[src/hw/rtl/day_count_calendar_convert_top_assert.svh]
// Assertion macros for the day count converter
`ifndef DAY_COUNT_CALENDAR_CONVERT_TOP_ASSERT_SVH
`define DAY_COUNT_CALENDAR_CONVERT_TOP_ASSERT_SVH

// Antecedent implies consequent in the same cycle
`define DCC_ASSERT_IMP(label, clk, rst_n, ante, cons, msg) \
  label: assert property (@(posedge clk) disable iff (!rst_n) (ante) |-> (cons)) \
    else $error(msg);

// Antecedent implies consequent in the next cycle
`define DCC_ASSERT_NEXT(label, clk, rst_n, ante, cons, msg) \
  label: assert property (@(posedge clk) disable iff (!rst_n) (ante) |=> (cons)) \
    else $error(msg);

`endif

[src/hw/rtl/dcc_pkg.sv]
package dcc_pkg;

  localparam int unsigned FirstYear = 1978;
  localparam int unsigned FinalYear = 2077;
  localparam int unsigned MaxCount  = 36525;
  localparam int unsigned NumStages = 4;

  typedef enum logic {
    MODE_TO_DATE  = 1'b0,
    MODE_TO_COUNT = 1'b1
  } mode_e;

  // Days before the start of a year, offset in years from 1978 (0..99)
  function automatic logic [15:0] year_start(input logic [6:0] yo);
    logic [15:0] y;
    y = 16'(yo);
    return 16'(y * 16'd365) + 16'((y + 16'd1) >> 2);
  endfunction

  // Days before the first of a month (1..12)
  function automatic logic [8:0] month_start(input logic [3:0] m, input logic leap);
    logic [8:0] s;
    case (m)
      4'd1:    s = 9'd0;
      4'd2:    s = 9'd31;
      4'd3:    s = 9'd59;
      4'd4:    s = 9'd90;
      4'd5:    s = 9'd120;
      4'd6:    s = 9'd151;
      4'd7:    s = 9'd181;
      4'd8:    s = 9'd212;
      4'd9:    s = 9'd243;
      4'd10:   s = 9'd273;
      4'd11:   s = 9'd304;
      4'd12:   s = 9'd334;
      default: s = 9'd0;
    endcase
    if (leap && m > 4'd2) s = s + 9'd1;
    return s;
  endfunction

  function automatic logic [4:0] month_len(input logic [3:0] m, input logic leap);
    logic [4:0] l;
    case (m)
      4'd2:                      l = leap ? 5'd29 : 5'd28;
      4'd4, 4'd6, 4'd9, 4'd11:   l = 5'd30;
      default:                   l = 5'd31;
    endcase
    return l;
  endfunction

endpackage

[src/hw/rtl/dcc_pipe.sv]
// Four-stage conversion datapath with per-stage valid and stall
module dcc_pipe (
  input  logic        clk_i,
  input  logic        rst_ni,
  input  logic        in_valid_i,
  output logic        in_ready_o,
  input  logic        mode_i,
  input  logic [15:0] day_count_in_i,
  input  logic [11:0] year_in_i,
  input  logic [3:0]  month_in_i,
  input  logic [4:0]  dom_in_i,
  output logic        out_valid_o,
  input  logic        out_ready_i,
  output logic        valid_res_o,
  output logic [15:0] day_count_out_o,
  output logic [11:0] year_out_o,
  output logic [3:0]  month_out_o,
  output logic [4:0]  dom_out_o,
  output logic [2:0]  weekday_o
);
  import dcc_pkg::*;

  logic [NumStages-1:0] vld_q;
  logic [NumStages-1:0] adv;

  // Stall chain: a stage moves when the next one is free
  always_comb begin
    adv[NumStages-1] = !vld_q[NumStages-1] || out_ready_i;
    for (int i = NumStages - 2; i >= 0; i--) begin
      adv[i] = !vld_q[i] || adv[i+1];
    end
  end
  assign in_ready_o = adv[0];

  always_ff @(posedge clk_i or negedge rst_ni) begin
    if (!rst_ni) begin
      vld_q <= '0;
    end else begin
      if (adv[0]) vld_q[0] <= in_valid_i;
      for (int i = 1; i < NumStages; i++) begin
        if (adv[i]) vld_q[i] <= vld_q[i-1];
      end
    end
  end

  // Stage 1: range checks, year offset estimate, weekday
  logic        m1_q, ok1_q;
  logic [15:0] cnt1_q;
  logic [6:0]  yo1_q;
  logic [3:0]  mon1_q;
  logic [4:0]  dom1_q;
  logic [2:0]  wd1_q;
  logic [15:0] cm1;
  logic [6:0]  yest;
  logic [11:0] yo_full;
  logic [5:0]  wsum;
  logic [3:0]  wfold;
  logic [3:0]  wred;
  logic [2:0]  wd1;

  // Estimate never exceeds the true year offset and is at most one low
  always_comb begin
    cm1     = day_count_in_i - 16'd1;
    yest    = 7'((32'(cm1) * 32'd2870) >> 20);
    yo_full = year_in_i - 12'(FirstYear);
  end

  // Weekday: mod 7 by folding octal digits, since 8 = 1 mod 7
  always_comb begin
    wsum  = 6'(cm1[2:0]) + 6'(cm1[5:3]) + 6'(cm1[8:6]) + 6'(cm1[11:9])
            + 6'(cm1[14:12]) + 6'(cm1[15]);
    wfold = 4'(wsum[2:0]) + 4'(wsum[5:3]);
    wred  = 4'(wfold[2:0]) + 4'(wfold[3]);
    wd1   = (wred >= 4'd7) ? 3'(wred - 4'd7) : wred[2:0];
  end

  always_ff @(posedge clk_i) begin
    if (adv[0]) begin
      m1_q   <= mode_i;
      cnt1_q <= day_count_in_i;
      mon1_q <= month_in_i;
      dom1_q <= dom_in_i;
      wd1_q  <= wd1;
      if (mode_i == MODE_TO_COUNT) begin
        yo1_q <= yo_full[6:0];
        ok1_q <= year_in_i >= 12'(FirstYear) && year_in_i <= 12'(FinalYear)
                 && month_in_i >= 4'd1 && month_in_i <= 4'd12 && dom_in_i != 5'd0;
      end else begin
        yo1_q <= yest;
        ok1_q <= day_count_in_i != 16'd0 && day_count_in_i <= 16'(MaxCount);
      end
    end
  end

  // Stage 2: correct year estimate, day of year (to-date) or year start (to-count)
  logic        m2_q, ok2_q, lp2_q;
  logic [15:0] acc2_q;
  logic [6:0]  yo2_q;
  logic [3:0]  mon2_q;
  logic [4:0]  dom2_q;
  logic [2:0]  wd2_q;
  logic [15:0] ys_a, ys_b;
  logic [6:0]  yo2;

  always_comb begin
    ys_a = year_start(yo1_q);
    ys_b = year_start(yo1_q + 7'd1);
    yo2  = yo1_q;
    if (m1_q == MODE_TO_DATE && yo1_q < 7'd99 && cnt1_q > ys_b) yo2 = yo1_q + 7'd1;
  end

  always_ff @(posedge clk_i) begin
    if (adv[1]) begin
      m2_q   <= m1_q;
      ok2_q  <= ok1_q;
      yo2_q  <= yo2;
      lp2_q  <= yo2[1:0] == 2'd2;
      mon2_q <= mon1_q;
      dom2_q <= dom1_q;
      wd2_q  <= wd1_q;
      if (m1_q == MODE_TO_COUNT) acc2_q <= ys_a;
      else acc2_q <= cnt1_q - ((yo2 != yo1_q) ? ys_b : ys_a);
    end
  end

  // Stage 3: month search over day of year, or month length check and count sum
  logic        m3_q, ok3_q;
  logic [15:0] acc3_q;
  logic [6:0]  yo3_q;
  logic [3:0]  mon3_q;
  logic [4:0]  dom3_q;
  logic [2:0]  wd3_q;
  logic [3:0]  msel;

  always_comb begin
    msel = 4'd1;
    for (int k = 2; k <= 12; k++) begin
      if (acc2_q[8:0] > month_start(4'(k), lp2_q)) msel = 4'(k);
    end
  end

  always_ff @(posedge clk_i) begin
    if (adv[2]) begin
      m3_q  <= m2_q;
      yo3_q <= yo2_q;
      wd3_q <= wd2_q;
      if (m2_q == MODE_TO_COUNT) begin
        ok3_q  <= ok2_q && dom2_q <= month_len(mon2_q, lp2_q);
        acc3_q <= acc2_q + 16'(month_start(mon2_q, lp2_q)) + 16'(dom2_q);
        mon3_q <= mon2_q;
        dom3_q <= dom2_q;
      end else begin
        ok3_q  <= ok2_q;
        acc3_q <= acc2_q;
        mon3_q <= msel;
        dom3_q <= 5'(acc2_q[8:0] - month_start(msel, lp2_q));
      end
    end
  end

  // Stage 4: output register, invalid or unused fields zeroed
  logic        vr_q;
  logic [15:0] dc_q;
  logic [11:0] yr_q;
  logic [3:0]  mo_q;
  logic [4:0]  dm_q;
  logic [2:0]  wd_q;
  logic        to_date;

  assign to_date = ok3_q && m3_q == MODE_TO_DATE;

  always_ff @(posedge clk_i) begin
    if (adv[3]) begin
      vr_q <= ok3_q;
      dc_q <= (ok3_q && m3_q == MODE_TO_COUNT) ? acc3_q : 16'd0;
      yr_q <= to_date ? 12'(FirstYear) + 12'(yo3_q) : 12'd0;
      mo_q <= to_date ? mon3_q : 4'd0;
      dm_q <= to_date ? dom3_q : 5'd0;
      wd_q <= to_date ? wd3_q : 3'd0;
    end
  end

  assign out_valid_o     = vld_q[NumStages-1];
  assign valid_res_o     = vr_q;
  assign day_count_out_o = dc_q;
  assign year_out_o      = yr_q;
  assign month_out_o     = mo_q;
  assign dom_out_o       = dm_q;
  assign weekday_o       = wd_q;
endmodule

[src/hw/rtl/day_count_calendar_convert_top.sv]
// Four register stages; the year estimate and month search are pipelined.
// Throughput: one item per cycle while the output is not stalled.
// A stalled output holds the full stages in place; bubbles ahead of them still fill.
// Reset (rst_ni low, async) clears all stage valid bits; no clearing pass.
module day_count_calendar_convert_top (
  input  logic        clk_i,
  input  logic        rst_ni,
  input  logic        in_valid_i,
  output logic        in_ready_o,
  input  logic        mode_i,
  input  logic [15:0] day_count_in_i,
  input  logic [11:0] year_in_i,
  input  logic [3:0]  month_in_i,
  input  logic [4:0]  dom_in_i,
  output logic        out_valid_o,
  input  logic        out_ready_i,
  output logic        valid_res_o,
  output logic [15:0] day_count_out_o,
  output logic [11:0] year_out_o,
  output logic [3:0]  month_out_o,
  output logic [4:0]  dom_out_o,
  output logic [2:0]  weekday_o
);
  import dcc_pkg::*;
  `include "day_count_calendar_convert_top_assert.svh"

  dcc_pipe u_pipe (.*);

  // Stalled result holds; invalid results are zeroed; date fields are in range
  `DCC_ASSERT_NEXT(a_hold, clk_i, rst_ni, out_valid_o && !out_ready_i,
    out_valid_o && $stable(day_count_out_o) && $stable(year_out_o),
    "stalled result changed")
  `DCC_ASSERT_IMP(a_zero, clk_i, rst_ni, out_valid_o && !valid_res_o,
    day_count_out_o == 16'd0 && year_out_o == 12'd0 && weekday_o == 3'd0,
    "invalid result not zeroed")
  `DCC_ASSERT_IMP(a_range, clk_i, rst_ni, out_valid_o && year_out_o != 12'd0,
    month_out_o >= 4'd1 && month_out_o <= 4'd12 && dom_out_o != 5'd0 && weekday_o <= 3'd6,
    "date out of range")
endmodule

[config.mk]
export PLATFORM = sky130hd
export DESIGN_NAME = day_count_calendar_convert_top
export DESIGN_NICKNAME = d
export VERILOG_FILES = /design/src/hw/rtl/dcc_pkg.sv /design/src/hw/rtl/dcc_pipe.sv /design/src/hw/rtl/day_count_calendar_convert_top.sv
export VERILOG_INCLUDE_DIRS = /design/src /design/src/hw/rtl
export SDC_FILE = /design/constraint.sdc
export NUM_CORES = 1
export LEC_CHECK = 0
export ABC_AREA = 1
export BUFFER_PORTS_ARGS = -buffer_cell sky130_fd_sc_hd__buf_2
export CORE_ASPECT_RATIO = 1.2
export CORE_MARGIN = 10
export CORE_UTILIZATION = 55
export CTS_CLUSTER_SIZE = 14
export DETAILED_ROUTE_END_ITERATION = 7
export PLACE_DENSITY = 0.73
export REMOVE_ABC_BUFFERS = 1
export SLEW_MARGIN = 30
export SYNTH_ARGS = -nofsm -noshare
export SYNTH_HDL_FRONTEND = slang
export SYNTH_HIERARCHICAL = 1
export SYNTH_SLANG_ARGS = --single-unit
[constraint.sdc]
create_clock -name clk_i -period 18.5 [get_ports clk_i]
set_input_delay 3.7 -clock clk_i [delete_from_list [all_inputs] [get_ports clk_i]]
set_output_delay 3.7 -clock clk_i [all_outputs]
set_load 0.05 [all_outputs]
==> summary.md <==
| Metric | Value |
|---|---|
| Most area-hungry cell type in the Yosys netlist | edfxtp_1 |
| Longest Clk Path Bufs | 2 |
| Initial Util | 55.8% |
| Worst-Margin Slew | 917 ps |
| Via count | 12900 |
| Slew Viols, Final | 0 |
| Total CTS buffers | 17 |
| First-pass GRT wire length | 66.2 mm |
| Number of global-route vias before repair | 13300 |
| WL final | 40.7 mm |
| CORE AREA | 0.0306 mm² |
| Hold buffers post-CTS | 0 |
| Most frequently used flop master after synthesis | edfxtp_1 |
| Sink Count | 166 |
| Pre-Repair DR Iteration Count | 5 |
| Synthesized flop and latch total | 166 |
| Met2 Use GR | 40.0% |
| Cells after Synth | 1917 |
| # port buffers | 84 |
| Die ar. | 0.0385 mm² |
| Worst hold-check path type | register to register |
| Netlist Area Pre-Place | 0.0170 mm² |
| # setup viols final | 0 |
| Worst-path maximum fanout | 5 |
| Hold Fails Final Rpt | 0 |
| Max transition margin | 38.8% |
| Met3 Resource Use GR | 2.93% |
| Resized Gates After CTS | 0 |
| Met1 usage | 23.3% |
| Drt via density | 5.35 |
| Final period utilization | 51.6% |
| Final Net Count | 2428 |
| Req. time, crit path | 18670 ps |
| Initial DRC count | 716 |
| Total track usage | 21.3% |
| Largest net degree at the start of global routing | 45 |
| Die width | 181 µm |
| ANT nets after route | 0 |
| Die H | 213 µm |
| Tmin final | 9540 ps |
| Setup crit end kind | register |
| Area contributors post-synth | edfxtp_1 (27%), ha_1 (19%), fa_1 (14%) |
| Clock slew seen by the registers of the worst setup and hold paths | 80 ps |
| Routed len/inst | 16.8 µm |
| Area growth syn-to-layout | 8.53% |
| Register area share after synthesis | 28.6% |
| Unrepaired setup endpoints after global routing | false |
| Total gr overflow | 0 |
| Async S/R FF share, synth | 2.41% |
| GRT busiest layer | met2 |
| Post-route DRC | 0 |
| Yosys warnings | 6 |
| Max-cap viol count | 0 |
| Setup TNS | 0 ps |
| Filler cells | 2691 |
| Yosys cell types | 63 |
| Status | finished, final reports clean |
| Max Freq | 105 MHz |
| Synth top area share | 27.0% |
| RePlAce Congestion | 1.02 |
| Startpoint Class | primary input |
| Crit Path Category | primary input to register |
| Avg Inst Size Synth | 8.89 µm² |
| Clk_lat worst skew | 440 ps |
| Clock Tree Root | clkbuf_16 |
| Initial antenna violation count | 0 |
| EDFF count, synth | 153 |
| Share of cells above drive strength 1 | 9.91% |
| CP arrival | 9720 ps |
| Setup repair bufs after CTS | 0 |
| Clock H-tree levels | 4 |
| DP HPWL | 34.7 mm |
| Rows | 70 |
| CTS tree | done |
| Setup Skew | 15.0 ps |
| Number of I/O pins | 85 |
[cells by family (layout without fill, tap and decap cells)]
kind of cell / Yosys count / after routing / synth area share, %
AOI/OAI and AO/OA: 287 / 287 / 9.76
xor gates and xnor gates: 83 / 83 / 4.35
adders and majority gates: 380 / 380 / 33.0
buffers and inverters: 441 / 543 / 9.78
DFF: 166 / 166 / 28.6
muxes: 2 / 2 / 0.125
other: 0 / 1 / 0
and+or+nand+nor: 558 / 558 / 14.4
[state kept, by name, summed over array words and instances (netlist names), 5 cells and up, named ones only]
name	flops
u_pipe/acc2_q	16
u_pipe/acc3_q	16
u_pipe/cnt1_q	16
u_pipe/day_count_out_o	16
u_pipe/year_out_o	12
u_pipe/yo1_q	7
u_pipe/yo2_q	7
u_pipe/yo3_q	7
u_pipe/dom1_q	5
u_pipe/dom2_q	5
u_pipe/dom3_q	5
u_pipe/dom_out_o	5
[worst paths after layout]
| kind | start | to | slack (ps) | cells after the start |
|---|---|---|---|---|
| max in group asynchronous | rst_ni | u_pipe/vld_q[3] | 15320 | 1 |
| max reg2reg | u_pipe/yo1_q[0] | u_pipe/acc2_q[15] | 9180 | 39 |
| min reg2reg | u_pipe/dom1_q[3] | u_pipe/dom2_q[3] | 420 | 0 |
| min | u_pipe/dom1_q[3] | u_pipe/dom2_q[3] | 420 | 0 |
| min in group asynchronous | rst_ni | u_pipe/vld_q[0] | 3060 | 1 |
| max | day_count_in_i[0] | u_pipe/yo1_q[5] | 8960 | 24 |
[stage by stage]
stage / hold slack, ps / instances / setup WS, ps / util [%] / instance area, µm²
after floorplan: 400 / 1900 / 8820 / - / 17000
after global placement: 401 / 2383 / 8640 / 58.6 / 17900
after detailed placement: 405 / 2383 / 8570 / 58.6 / 17900
after CTS: 420 / 2415 / 8990 / 60.5 / 18500
after global routing: 425 / 2415 / 8530 / 60.5 / 18500
final: 418 / 2416 / 8960 / 60.5 / 18500
[cell usage in the layout (no fill, tap or decap), types with 4 or more instances in the layout]
cell type and count:
o21ai_2 6, o2111ai_1 4, xor2_1 59, nor2_2 4, fa_1 115, or2_2 10
nand4_1 15, nor2_1 115, inv_1 403, o21bai_1 6, nor3_1 23, nor4_1 10
xnor2_1 21, dfxtp_1 9, edfxtp_1 153, ha_1 265, o21ai_0 92, dfrtp_1 4
a21oi_1 109, buf_2 84, a31oi_1 10, nand3_1 71, a21o_1 8, o21ai_1 13
inv_2 20, clkbuf_16 17, o31ai_1 7, nand2_1 276, nand2_2 13, o22ai_1 8
inv_8 5
[worst max-delay path, cell delays in order]
cell	delay, ps
buf_2	160
inv_2	120
ha_1	240
inv_1	130
nor4_1	430
nand4_1	270
nor2_1	180
xor2_1	480
inv_1	320
ha_1	370
ha_1	300
fa_1	480
fa_1	530
fa_1	500
ha_1	350
a21oi_1	180
o21ai_0	100
a21oi_1	120
nand3_1	170
nand2_1	110
nand2_1	60
or2_2	270
nand3_1	70
o31ai_1	80
[cell usage after synthesis, types with 10 or more instances]
| library cell | number |
|---|---|
| inv_1 | 403 |
| ha_1 | 265 |
| xor2_1 | 60 |
| a31oi_1 | 10 |
| nand3_1 | 71 |
| o21ai_1 | 13 |
| nand2_1 | 277 |
| edfxtp_1 | 153 |
| nor3_1 | 23 |
| inv_2 | 20 |
| or2_2 | 10 |
| nor4_1 | 10 |
| fa_1 | 115 |
| nand2_2 | 12 |
| a21oi_1 | 109 |
| nor2_1 | 115 |
| nand4_1 | 15 |
| xnor2_1 | 21 |
| o21ai_0 | 92 |
[cell type report]
| type | count | area [µm²] | area share (%) |
|---|---|---|---|
| antenna | 1 | 2.50 | 0.0135 |
| clock buffer | 17 | 425 | 2.30 |
| clock inverter | 15 | 154 | 0.832 |
| inverter | 424 | 1590 | 8.60 |
| multi-input combinational | 1310 | 10500 | 56.8 |
| sequential | 166 | 4870 | 26.3 |
| tap | 396 | 495 | 2.68 |
| timing repair buffer | 87 | 443 | 2.39 |
[layer usage]
metal / part of all wire [%] / vias to the layer above
met5: 0 / -
li1: - / 6457
met3: 3.7 / 71
met4: 4.1 / 0
met1: 39 / 6089
met2: 53 / 311
Power is not shown: default switching activity piles up to over one toggle a cycle in this logic, so the estimate is an artifact.
